`config.mk`:
```
export PLATFORM = sky130hd
export DESIGN_NAME = int_to_grouped_decimal_text_top
export DESIGN_NICKNAME = d
export VERILOG_FILES = /design/src/design/itgdt_pkg.sv /design/src/design/itgdt_front.sv /design/src/design/itgdt_back.sv /design/src/design/int_to_grouped_decimal_text_top.sv
export SDC_FILE = /design/constraint.sdc
export NUM_CORES = 1
export LEC_CHECK = 0
export ABC_AREA = 1
export BUFFER_PORTS_ARGS = -buffer_cell sky130_fd_sc_hd__buf_2
export CAP_MARGIN = 10
export CORE_MARGIN = 10
export CORE_UTILIZATION = 55
export DETAILED_ROUTE_END_ITERATION = 10
export PLACE_DENSITY = 0.83
export SYNTH_ARGS = -nofsm -noshare
export SYNTH_HDL_FRONTEND = slang
export SYNTH_SLANG_ARGS = --single-unit
```
`constraint.sdc`:
```
create_clock -name clock -period 11.3 [get_ports clock]
set_input_delay 2.825 -clock clock [delete_from_list [all_inputs] [get_ports clock]]
set_output_delay 2.825 -clock clock [all_outputs]
set_load 0.03 [all_outputs]
```
`src/design/itgdt_pkg.sv`:
```
// Shared types and constants of the grouped decimal text formatter.
package itgdt_pkg;

   localparam int NUM_BCD = 20;
   localparam int BCD_BITS = 4 * NUM_BCD;
   localparam logic [5:0] MAX_WIDTH = 6'd62;
   localparam logic [7:0] CHAR_ZERO = 8'd48;

   localparam logic [2:0] REG_MIN_WIDTH  = 3'd0;
   localparam logic [2:0] REG_GROUP_SIZE = 3'd1;
   localparam logic [2:0] REG_FILL       = 3'd2;
   localparam logic [2:0] REG_DELIMITER  = 3'd3;
   localparam logic [2:0] REG_POS_PREFIX = 3'd4;
   localparam logic [2:0] REG_NEG_PREFIX = 3'd5;
   localparam logic [2:0] REG_POS_SUFFIX = 3'd6;
   localparam logic [2:0] REG_NEG_SUFFIX = 3'd7;

   typedef struct packed {
      logic [63:0] mag;
      logic        neg;
      logic        pos;
   } item_type;

   typedef struct packed {
      logic [5:0] min_width;
      logic [4:0] group_size;
      logic [7:0] fill_char;
      logic [7:0] delimiter_char;
      logic [7:0] pos_prefix_char;
      logic [7:0] neg_prefix_char;
      logic [7:0] pos_suffix_char;
      logic [7:0] neg_suffix_char;
   } cfg_type;

   localparam cfg_type CFG_RESET = '{
      min_width: 6'd0, group_size: 5'd0, fill_char: 8'd32, delimiter_char: 8'd32,
      pos_prefix_char: 8'd0, neg_prefix_char: 8'd45,
      pos_suffix_char: 8'd0, neg_suffix_char: 8'd0};

endpackage

```
`src/design/itgdt_front.sv`:
```
// Front end: takes a number, splits sign and magnitude, and queues the word.
module itgdt_front import itgdt_pkg::*; (
   input  logic        clock,
   input  logic        reset,
   input  logic        start,
   input  logic [63:0] number,
   output logic        busy,
   output item_type    head,
   output logic        head_valid,
   input  logic        pop
);

   item_type   queue_ff [2];
   logic       wr_ptr_ff, wr_ptr_in;
   logic       rd_ptr_ff, rd_ptr_in;
   logic [1:0] count_ff, count_in;
   logic       push;
   item_type   item;

   assign busy = (count_ff == 2'd2);
   assign push = start && !busy;

   always_comb begin
      item.neg = number[63];
      item.pos = !number[63] && (number != 64'd0);
      item.mag = number[63] ? (~number + 64'd1) : number;
   end

   assign head       = queue_ff[rd_ptr_ff];
   assign head_valid = (count_ff != 2'd0);

   always_comb begin
      wr_ptr_in = push ? ~wr_ptr_ff : wr_ptr_ff;
      rd_ptr_in = pop ? ~rd_ptr_ff : rd_ptr_ff;
      count_in  = count_ff + {1'b0, push} - {1'b0, pop};
   end

   always_ff @(posedge clock) begin
      if (reset) begin
         wr_ptr_ff <= 1'b0;
         rd_ptr_ff <= 1'b0;
         count_ff  <= 2'd0;
      end else begin
         wr_ptr_ff <= wr_ptr_in;
         rd_ptr_ff <= rd_ptr_in;
         count_ff  <= count_in;
      end
   end

   always_ff @(posedge clock) begin
      if (push) begin
         queue_ff[wr_ptr_ff] <= item;
      end
   end

endmodule

```
`src/design/itgdt_back.sv`:
```
// Back end: binary to BCD conversion, grouping count and character emission.
module itgdt_back import itgdt_pkg::*; #(
   parameter int MAX_DIGITS = 20
) (
   input  logic       clock,
   input  logic       reset,
   input  item_type   head,
   input  logic       head_valid,
   output logic       pop,
   input  cfg_type    cfg,
   output logic       rsp_strobe,
   output logic [7:0] rsp_out_char,
   output logic       rsp_is_last
);

   localparam logic [2:0] ST_IDLE = 3'd0;
   localparam logic [2:0] ST_CONV = 3'd1;
   localparam logic [2:0] ST_LEN  = 3'd2;
   localparam logic [2:0] ST_GRP  = 3'd3;
   localparam logic [2:0] ST_PRE  = 3'd4;
   localparam logic [2:0] ST_FILL = 3'd5;
   localparam logic [2:0] ST_DIG  = 3'd6;
   localparam logic [2:0] ST_SUF  = 3'd7;

   logic [2:0]          state_ff, state_in;
   logic [BCD_BITS-1:0] bcd_ff, bcd_in;
   logic [63:0]         shreg_ff, shreg_in;
   logic [5:0]          bit_cnt_ff, bit_cnt_in;
   logic                neg_ff, neg_in, pos_ff, pos_in;
   logic [4:0]          len_ff, len_in;
   logic [4:0]          rem_ff, rem_in;
   logic [4:0]          spcnt_ff, spcnt_in;
   logic [5:0]          fill_cnt_ff, fill_cnt_in;
   logic [4:0]          idx_ff, idx_in;
   logic [4:0]          grp_ff, grp_in;
   logic                delim_ff, delim_in;
   logic                strobe_ff, strobe_in;
   logic [7:0]          char_ff, char_in;
   logic                last_ff, last_in;

   logic [BCD_BITS-1:0] bcd_adj;
   logic [4:0]          ndig;
   logic [5:0]          width;
   logic [5:0]          flen;
   logic [7:0]          prefix_c, suffix_c;
   logic [3:0]          cur_digit;

   // Add three to every digit of five or more before the shift.
   always_comb begin
      bcd_adj = bcd_ff;
      for (int d = 0; d < NUM_BCD; d++) begin
         if (bcd_ff[4*d +: 4] >= 4'd5) begin
            bcd_adj[4*d +: 4] = bcd_ff[4*d +: 4] + 4'd3;
         end
      end
   end

   always_comb begin
      ndig = 5'd1;
      for (int d = 0; d < NUM_BCD; d++) begin
         if (bcd_ff[4*d +: 4] != 4'd0) begin
            ndig = 5'(d + 1);
         end
      end
   end

   always_comb begin
      width    = (cfg.min_width > MAX_WIDTH) ? MAX_WIDTH : cfg.min_width;
      flen     = {1'b0, len_ff} + {1'b0, spcnt_ff};
      prefix_c = neg_ff ? cfg.neg_prefix_char : (pos_ff ? cfg.pos_prefix_char : 8'd0);
      suffix_c = neg_ff ? cfg.neg_suffix_char : (pos_ff ? cfg.pos_suffix_char : 8'd0);
      cur_digit = bcd_ff[{idx_ff, 2'b00} +: 4];
   end

   always_comb begin
      state_in    = state_ff;
      bcd_in      = bcd_ff;
      shreg_in    = shreg_ff;
      bit_cnt_in  = bit_cnt_ff;
      neg_in      = neg_ff;
      pos_in      = pos_ff;
      len_in      = len_ff;
      rem_in      = rem_ff;
      spcnt_in    = spcnt_ff;
      fill_cnt_in = fill_cnt_ff;
      idx_in      = idx_ff;
      grp_in      = grp_ff;
      delim_in    = delim_ff;
      strobe_in   = 1'b0;
      char_in     = char_ff;
      last_in     = 1'b0;
      pop         = 1'b0;
      case (state_ff)
         ST_IDLE: begin
            if (head_valid) begin
               pop        = 1'b1;
               shreg_in   = head.mag;
               neg_in     = head.neg;
               pos_in     = head.pos;
               bcd_in     = '0;
               bit_cnt_in = 6'd0;
               state_in   = ST_CONV;
            end
         end
         ST_CONV: begin
            bcd_in     = {bcd_adj[BCD_BITS-2:0], shreg_ff[63]};
            shreg_in   = {shreg_ff[62:0], 1'b0};
            bit_cnt_in = bit_cnt_ff + 6'd1;
            if (bit_cnt_ff == 6'd63) begin
               state_in = ST_LEN;
            end
         end
         ST_LEN: begin
            len_in   = (ndig > 5'(MAX_DIGITS)) ? 5'(MAX_DIGITS) : ndig;
            rem_in   = len_in - 5'd1;
            spcnt_in = 5'd0;
            state_in = ST_GRP;
         end
         ST_GRP: begin
            // Repeated subtraction leaves the delimiter count and the size of the
            // leading group, less one.
            if (cfg.group_size != 5'd0 && rem_ff >= cfg.group_size) begin
               rem_in   = rem_ff - cfg.group_size;
               spcnt_in = spcnt_ff + 5'd1;
            end else begin
               fill_cnt_in = (width > flen) ? (width - flen) : 6'd0;
               idx_in      = len_ff - 5'd1;
               grp_in      = rem_ff;
               delim_in    = 1'b0;
               state_in    = ST_PRE;
            end
         end
         ST_PRE: begin
            strobe_in = (prefix_c != 8'd0);
            char_in   = prefix_c;
            state_in  = ST_FILL;
         end
         ST_FILL: begin
            if (fill_cnt_ff == 6'd0) begin
               state_in = ST_DIG;
            end else begin
               strobe_in   = (cfg.fill_char != 8'd0);
               char_in     = cfg.fill_char;
               fill_cnt_in = fill_cnt_ff - 6'd1;
            end
         end
         ST_DIG: begin
            if (delim_ff) begin
               strobe_in = (cfg.delimiter_char != 8'd0);
               char_in   = cfg.delimiter_char;
               delim_in  = 1'b0;
            end else begin
               strobe_in = 1'b1;
               char_in   = CHAR_ZERO + {4'd0, cur_digit};
               last_in   = (idx_ff == 5'd0) && (suffix_c == 8'd0);
               if (idx_ff == 5'd0) begin
                  state_in = ST_SUF;
               end else begin
                  idx_in = idx_ff - 5'd1;
                  if (grp_ff == 5'd0) begin
                     delim_in = 1'b1;
                     grp_in   = cfg.group_size - 5'd1;
                  end else begin
                     grp_in = grp_ff - 5'd1;
                  end
               end
            end
         end
         ST_SUF: begin
            strobe_in = (suffix_c != 8'd0);
            char_in   = suffix_c;
            last_in   = 1'b1;
            state_in  = ST_IDLE;
         end
         default: begin
            state_in = ST_IDLE;
         end
      endcase
   end

   always_ff @(posedge clock) begin
      if (reset) begin
         state_ff  <= ST_IDLE;
         strobe_ff <= 1'b0;
      end else begin
         state_ff  <= state_in;
         strobe_ff <= strobe_in;
      end
   end

   always_ff @(posedge clock) begin
      bcd_ff      <= bcd_in;
      shreg_ff    <= shreg_in;
      bit_cnt_ff  <= bit_cnt_in;
      neg_ff      <= neg_in;
      pos_ff      <= pos_in;
      len_ff      <= len_in;
      rem_ff      <= rem_in;
      spcnt_ff    <= spcnt_in;
      fill_cnt_ff <= fill_cnt_in;
      idx_ff      <= idx_in;
      grp_ff      <= grp_in;
      delim_ff    <= delim_in;
      char_ff     <= char_in;
      last_ff     <= last_in;
   end

   assign rsp_strobe   = strobe_ff;
   assign rsp_out_char = char_ff;
   assign rsp_is_last  = strobe_ff && last_ff;

`ifndef SYNTHESIS
   a_pop_only_idle: assert property (@(posedge clock) disable iff (reset)
      pop |-> (state_ff == ST_IDLE))
      else $error("queue popped outside idle");
   a_digit_index: assert property (@(posedge clock) disable iff (reset)
      (state_ff == ST_DIG) |-> (idx_ff < 5'(NUM_BCD)))
      else $error("digit index out of range");
   a_last_ends_word: assert property (@(posedge clock) disable iff (reset)
      rsp_is_last |=> !rsp_strobe)
      else $error("character strobed right after the last one");
   a_strobed_char_nonzero: assert property (@(posedge clock) disable iff (reset)
      rsp_strobe |-> (rsp_out_char != 8'd0))
      else $error("empty character strobed");
`endif

endmodule

```
`src/design/int_to_grouped_decimal_text_top.sv`:
```
// Top level of the grouped decimal text formatter.
// Takes a signed 64-bit number on start (while busy is low) and emits its
// decimal text one character per strobe, with rsp_is_last on the final one.
// The receiver cannot stall, so every strobed character must be taken. A
// two-word queue stands in front of the formatter; each word goes through the
// one-bit-per-cycle BCD conversion, the digit count, the group count loop that
// counts the delimiters, then the prefix, the fill characters, the digits with
// their delimiters and the suffix.
module int_to_grouped_decimal_text_top import itgdt_pkg::*; #(
   parameter int MAX_DIGITS = 20
) (
   input  logic        clock,
   input  logic        reset,
   input  logic        start,
   output logic        busy,
   input  logic [63:0] req_number,
   output logic        rsp_strobe,
   output logic [7:0]  rsp_out_char,
   output logic        rsp_is_last,
   input  logic        csr_write_enable,
   input  logic [2:0]  csr_index,
   input  logic [7:0]  csr_write_data
);

   cfg_type  cfg_ff, cfg_in;
   item_type head;
   logic     head_valid;
   logic     pop;

   always_comb begin
      cfg_in = cfg_ff;
      if (csr_write_enable) begin
         case (csr_index)
            REG_MIN_WIDTH:  cfg_in.min_width       = csr_write_data[5:0];
            REG_GROUP_SIZE: cfg_in.group_size      = csr_write_data[4:0];
            REG_FILL:       cfg_in.fill_char       = csr_write_data;
            REG_DELIMITER:  cfg_in.delimiter_char  = csr_write_data;
            REG_POS_PREFIX: cfg_in.pos_prefix_char = csr_write_data;
            REG_NEG_PREFIX: cfg_in.neg_prefix_char = csr_write_data;
            REG_POS_SUFFIX: cfg_in.pos_suffix_char = csr_write_data;
            REG_NEG_SUFFIX: cfg_in.neg_suffix_char = csr_write_data;
            default:        cfg_in = cfg_ff;
         endcase
      end
   end

   always_ff @(posedge clock) begin
      if (reset) begin
         cfg_ff <= CFG_RESET;
      end else begin
         cfg_ff <= cfg_in;
      end
   end

   itgdt_front u_front (
      .clock      (clock),
      .reset      (reset),
      .start      (start),
      .number     (req_number),
      .busy       (busy),
      .head       (head),
      .head_valid (head_valid),
      .pop        (pop)
   );

   itgdt_back #(
      .MAX_DIGITS (MAX_DIGITS)
   ) u_back (
      .clock        (clock),
      .reset        (reset),
      .head         (head),
      .head_valid   (head_valid),
      .pop          (pop),
      .cfg          (cfg_ff),
      .rsp_strobe   (rsp_strobe),
      .rsp_out_char (rsp_out_char),
      .rsp_is_last  (rsp_is_last)
   );

endmodule
```
==> out/metrics.yaml, run 1 <==
power.total_mw: 5.598
synth_ff_type: "edfxtp_1"
slew_headroom_pct: 20.24
synth_area_leaders: "edfxtp_1 48%, dfxtp_1 6.8%, a21oi_1 6.8%"
root_buffer: "clkbuf_16"
fin_crit_sh_pct: 45.41
rr_startpoint: "u_back.state_ff[1]$_SDFFE_PP0P_"
grt_pass1_wl_um: 78570
die_w_um: 212.3
hold_class: "register to register"
pwr-share-comb_pct: 33.1
grt_antenna_before_repair: 0
switching_share_pct: 37.62
clock_latency_ns: 0.58
diodes: 0
powerDensity_nw_per_um2: 249.1
routedWlPerCell_um: 17.50
synth_cell_type_count: 48
grt.total_usage_pct: 21.27
clock_skew_ns: 0.02811
drt-total-wl_um: 48680
gp_congestion: 0.9674
ys_seq_area_share_pct: 54.61
h-tree-depth: 2
synthArstFlopShare_pct: 0
die_h_um: 212.3
grt_max_degree: 80
cts_resized: 0
worstPathRequired_ns: 11.60
yosys_register_bits: 393
clk_pin_slew_ns: 0.06
status: "complete, no violations"
cpMostUsedCell: "inv_1"
hold_viol: 0
syn_area_sq_um: 20350
hold_buffers: 0
multi_input_area_sq_um: 8020
syn_area_per_cell_sq_um: 9.157
vias: 16250
start_util_pct: 55.71
dp_cells: 2708
synth_edf_count: 324
crit_buf_inv: 6
final_cell_mix: "324 x edfxtp_1, 300 x nor2_1, 297 x nand2_1, 275 x a21oi_1, 245 x inv_1"
cts_made_buffers: 41
crit_start: "req_number[1]"
fin_tns_setup_ns: 0
p_leak_nw: 9.093
fmax_mhz: 194.9
slew_violations: 0
min_period_ns: 5.131
synthesis.nets: 2374
core_area_sq_um: 36520
antenna_left: 0
cts_max_path_buffers: 3
crit_path_end_kind: "register"
startpoint_type: "primary input"
cts_sinks: 393
cp_data_arrival_time_ns: 5.44
drtPass1Iterations: 7
synth_top_area_share_pct: 47.82
dp_hpwl_um: 32830
regArea_sq_um: 11110
grt_overflow_total: 0
p_int_mw: 3.492
fillers: 2880
post-route-drc-count: 0
synth.yosys.warnings: 0
rsz0062_at_grt: "no"
rows: 70
netlist_instances: 2222
drtIter0Drc: 1684
crit_slowest_cell: "a21oi_1"
irDropWorstVdd_uv: 186.4
synthToLayoutAreaGrowth_pct: 10.45
tightest_slew_ns: 1.186
pin_count: 90
worst-path-max-fanout: 3
grt_pass1_vias: 15820
slowest_delay_ns: 0.26
viasPerCell: 5.841
fin_nets: 2436
pwr-share-clk_pct: 23.0
stdcell_count: 2781
cts_setup_buffers: 0
setup-violations-final: 0
port_buffers: 89
seq_power_share_pct: 43.9
p_switching_mw: 2.106
final_common_cell: "edfxtp_1"
maxCapViolCount: 0
cp_cell_sequence: "buf_2 -> inv_1 -> ha_1 -> inv_1 -> nor3_1 -> nand2_1 -> inv_1 -> nand3_1 -> inv_1 -> nand2_1 -> inv_1 -> nand4_1 -> nor2_1 -> nor2_1 -> nor2_2 -> o21ai_0 -> a21oi_1 -> o21ai_1 -> xor2_1"
cpLargestDelayFamily: "simple AND/OR/NAND/NOR gates"
worstSetupPathType: "primary input to register"
die-area_sq_um: 45090
cts_tree: "done"
hold_path.startpoint: "cfg_ff[21]$_SDFFE_PP1P_"
drive_gt1_share_pct: 7.955
synth_largest_area_cell: "edfxtp_1"
==> layout make-up <==
| cell class | count | area share, % |
|---|---|---|
| inverters | 252 | 4.214 |
| clock inverters | 13 | 0.4120 |
| clock buffers | 59 | 5.233 |
| flip-flops and latches | 393 | 49.44 |
| multi-input cells | 1496 | 35.69 |
| repair buffers | 100 | 2.405 |
| well taps | 468 | 2.605 |
==> flip-flops by register name, summed over array words and instances, names as in the netlist, 2 cells and up, named ones only <==
register             flops
u_back.len_ff            5
u_back.bcd_ff           80
u_back.bit_cnt_ff        6
cfg_ff                  59
u_back.state_ff          3
u_back.shreg_ff         64
u_front.count_ff         2
u_back.rsp_out_char      8
u_back.spcnt_ff          5
u_back.idx_ff            5
u_back.rem_ff            5
u_back.grp_ff            5
u_back.fill_cnt_ff       6
u_front.queue_ff       132
==> path summary, 6_finish.rpt <==
path	endpoint	slack (ns)	cells past startpoint
max	u_front.queue_ff[0][60]$_DFFE_PP_	6.17	19
min	cfg_ff[21]$_SDFFE_PP1P_	0.46	2
max reg2reg	u_back.shreg_ff[33]$_DFFE_PP_	7.37	8
min reg2reg	cfg_ff[21]$_SDFFE_PP1P_	0.46	2
==> power by group through the flow <==
stage	registers, mW	clock network [mW]	logic [mW]
finish	2.46	1.29	1.85
global route	2.51	1.36	2.09
CTS	2.45	1.30	1.83
detailed placement	2.48	0	1.82
global placement	2.46	0	1.72
floorplan	2.51	0	1.33
==> logic make-up after synthesis <==
logic type | count (synthesis) | share of synthesized area (%)
compound gates | 585 | 15.59
buf+inv | 333 | 6.143
fa+ha+maj | 73 | 4.600
flops | 393 | 54.61
mux | 2 | 0.09839
xor+xnor | 82 | 3.530
simple gates | 754 | 15.43
==> metrics by stage <==
stage	setup WS, ns	instance area, sq um	hold slack, ns	util [%]
2_1_floorplan	2.900	20350	0.4257	-
3_3_place_gp	5.726	21190	0.4318	58.01
3_5_place_dp	5.606	21190	0.4482	58.01
4_1_cts	6.181	22450	0.4634	61.48
5_1_grt	5.881	22470	0.4859	61.53
6_report	6.169	22470	0.4626	61.53
==> metal layers <==
layer / up-vias / track usage [%] / routed length (um)
met4: 0 / 7.804 / 1347
met1: 7683 / 27.59 / 20510
met2: 694 / 34.82 / 23000
li1: 7764 / - / -
met3: 104 / 4.108 / 3817
met5: - / 0 / 0
==> tightest hold or removal path, cell delays in order (launching register included) <==
cell and delay (ns):
dfxtp_1 0.33, nand2_1 0.05, nand3_1 0.05
==> synthesized netlist by cell type, drive strengths merged (2+ instances only) <==
cell     instances
o2111a           2
a32o             3
nand4           11
inv            247
a211oi          13
ha              70
o22ai           18
nand3           74
nor4            26
o31ai            5
o2111ai          6
a21boi           6
edfxtp         324
o21ai          227
nand2          303
nor2           309
dfxtp           69
a41oi            2
o211ai           2
a21oi          275
fa               3
mux2i            2
nor3            25
clkbuf          74
xnor2           24
o21bai           2
xor2            58
a31oi            6
or2              4
clkinv           5
a31o             2
o211a           11
buf              7
No activity file was read; power rests on OpenSTA's default activity.
==> run 2, diff against run 1 <==
--- a/config.mk
+++ b/config.mk
@@ -5,7 +5,7 @@
 export SDC_FILE = /design/constraint.sdc
 export NUM_CORES = 1
 export LEC_CHECK = 0
-export ABC_AREA = 1
+export ABC_AREA = 0
 export BUFFER_PORTS_ARGS = -buffer_cell sky130_fd_sc_hd__buf_2
 export CAP_MARGIN = 10
 export CORE_MARGIN = 10
==> constraint.sdc (replaced) <==
create_clock -name clock -period 4.4 [get_ports clock]
set_input_delay 1.1 -clock clock [delete_from_list [all_inputs] [get_ports clock]]
set_output_delay 1.1 -clock clock [all_outputs]
set_load 0.03 [all_outputs]
==> out/metrics.yaml, run 2 <==
status: "complete, no violations"
setup_ws_ns: 0.9331
synthesis.nets: 1964
clk_pin_slew_ns: 0.06
netlist_instances: 1812
syn_area_sq_um: 20080
hold_viol: 0
synthToLayoutAreaGrowth_pct: 10.63
diodes: 0
placed_cell_area_sq_um: 20930
viasPerCell: 5.876
clock_latency_ns: 0.55
top_regs: "u_front.queue_ff x132, u_back.bcd_ff x80, u_back.shreg_ff x64"
pwr-share-comb_pct: 30.6
yosysMostFrequentCell: "edfxtp_1"
grt_antenna_before_repair: 0
slew_headroom_pct: 19.30
hold_ws_ns: 0.4613
powerDensity_nw_per_um2: 635.8
crit_path_end_kind: "register"
routedWlPerCell_um: 18.03
cts_resized: 0
synth_cell_type_count: 67
irDropWorstVdd_uv: 710.1
die_h_um: 211.1
h-tree-depth: 2
drive_gt1_share_pct: 11.37
synth_top_area_share_pct: 48.46
final_cell_mix: "324 x edfxtp_1, 236 x nand2_1, 163 x nor2_1, 132 x a21oi_1, 127 x o21ai_0"
grtUsageMet3_pct: 3.323
p_int_mw: 9.229
cts_tree: "done"
gp_congestion: 0.9284
cp_data_arrival_time_ns: 3.76
drtPass1Iterations: 5
rows: 69
worstPathRequired_ns: 4.69
post-route-drc-count: 0
ff2ff_setup_slack_ns: 0.93
rsz0062_at_grt: "no"
synth_largest_area_cell: "edfxtp_1"
slew_violations: 0
startpoint_type: "register"
cts_made_buffers: 40
yosys_register_bits: 393
cts_setup_buffers: 0
synth_area_leaders: "edfxtp_1 48%, dfxtp_1 6.9%, mux2i_1 4.7%"
p_switching_mw: 4.892
regMostFlops: "u_front.queue_ff"
hold_class: "register to register"
largest_register_ffs: 132
dp_hpwl_um: 28680
grt_pass1_vias: 13820
clock_skew_ns: 0.02507
root_buffer: "clkbuf_16"
synth_commonest_cells: "324 x edfxtp_1, 236 x nand2_1, 164 x nor2_1"
grt_pass1_wl_um: 69040
vias: 13870
synth_edf_count: 324
fin_util_pct: 61.99
fin_crit_sh_pct: 78.79
synth.yosys.warnings: 0
tightest_slew_ns: 1.210
die_w_um: 211.1
synthArstFlopShare_pct: 0
pwr-share-clk_pct: 23.5
pin_count: 90
place_ws_ns: 0.5356
cts_max_path_buffers: 3
switching_share_pct: 34.65
ys_seq_area_share_pct: 55.34
design_area_sq_um: 22210
met2_usage_pct: 31.28
fin_nets: 2024
synth_ff_type: "edfxtp_1"
fmax_mhz: 288.4
setup-violations-final: 0
fin_tns_setup_ns: 0
grt.total_usage_pct: 18.63
drtIter0Drc: 1257
antenna_left: 0
grt.busiest_layer: "met2"
drt-total-wl_um: 42570
port_buffers: 89
seq_power_share_pct: 45.9
cts_sinks: 393
min_period_ns: 3.467
syn_area_per_cell_sq_um: 11.08
grt_max_degree: 151
die-area_sq_um: 44550
use_met1_pct: 24.39
worstSetupPathType: "register to register"
worst-path-max-fanout: 4
hold_buffers: 0
core_area_sq_um: 35830
grt_overflow_total: 0
maxCapViolCount: 0
start_util_pct: 56.04
final_common_cell: "edfxtp_1"
p_leak_nw: 7.748
[run 2: stage by stage]
| step | power (mW) | std cells |
|---|---|---|
| floorplan | 9.652 | 1812 |
| global placement | 10.52 | 2291 |
| detailed placement | 10.81 | 2291 |
| CTS | 14.17 | 2361 |
| global route | 14.97 | 2361 |
| finish | 14.12 | 2361 |
[run 2: path summary, 6_finish.rpt]
path,start,end,cells after the start
min,cfg_ff[25]$_SDFFE_PP0P_,cfg_ff[25]$_SDFFE_PP0P_,2
min reg2reg,cfg_ff[25]$_SDFFE_PP0P_,cfg_ff[25]$_SDFFE_PP0P_,2
max reg2reg,u_back.bcd_ff[32]$_SDFFCE_PN0P_,u_back.rem_ff[4]$_DFFE_PP_,12
max,u_back.bcd_ff[32]$_SDFFCE_PN0P_,u_back.rem_ff[4]$_DFFE_PP_,12
[run 2: worst max-delay path: stages, from the launching register on]
cell and delay (ns):
edfxtp_1 0.45, inv_1 0.13, ha_1 0.22, or3b_2 0.50
nor4b_1 0.54, o211ai_1 0.16, o21ai_0 0.29, a21boi_0 0.16
nand2b_1 0.18, ha_1 0.25, nand4_1 0.08, o2111a_1 0.21
a21oi_1 0.04
[run 2: cell families after synthesis]
family | share of synthesized area (%)
flip-flops | 55.34
AO/OA/AOI/OAI | 10.43
adder cells (fa/ha/maj) | 4.662
buffers and inverters | 2.923
XOR/XNOR | 5.758
multiplexers | 7.491
AND/OR/NAND/NOR | 13.39
[run 2: final cells by class]
type,count,area [sq um]
clock buffers,53,1145
inverters,74,277.8
well taps,461,576.8
multi-input cells,1263,8409
clock inverters,17,133.9
flip-flops and latches,393,11110
repair buffers,100,553.0
fillers,2735,13620
[run 2: layer usage]
layer	up-vias	share of wire [%]
li1	6646	-
met1	6710	44
met2	457	49
met3	61	6.2
met4	0	1.5
met5	-	0
[run 2: power by group through the flow]
stage | sequential [mW] | combinational [mW] | clock, mW
after floorplan | 6.23 | 3.42 | 0
after global placement | 6.46 | 4.06 | 0
after detailed placement | 6.52 | 4.29 | 0
after CTS | 6.47 | 4.33 | 3.37
after global routing | 6.61 | 4.86 | 3.50
final | 6.48 | 4.32 | 3.32
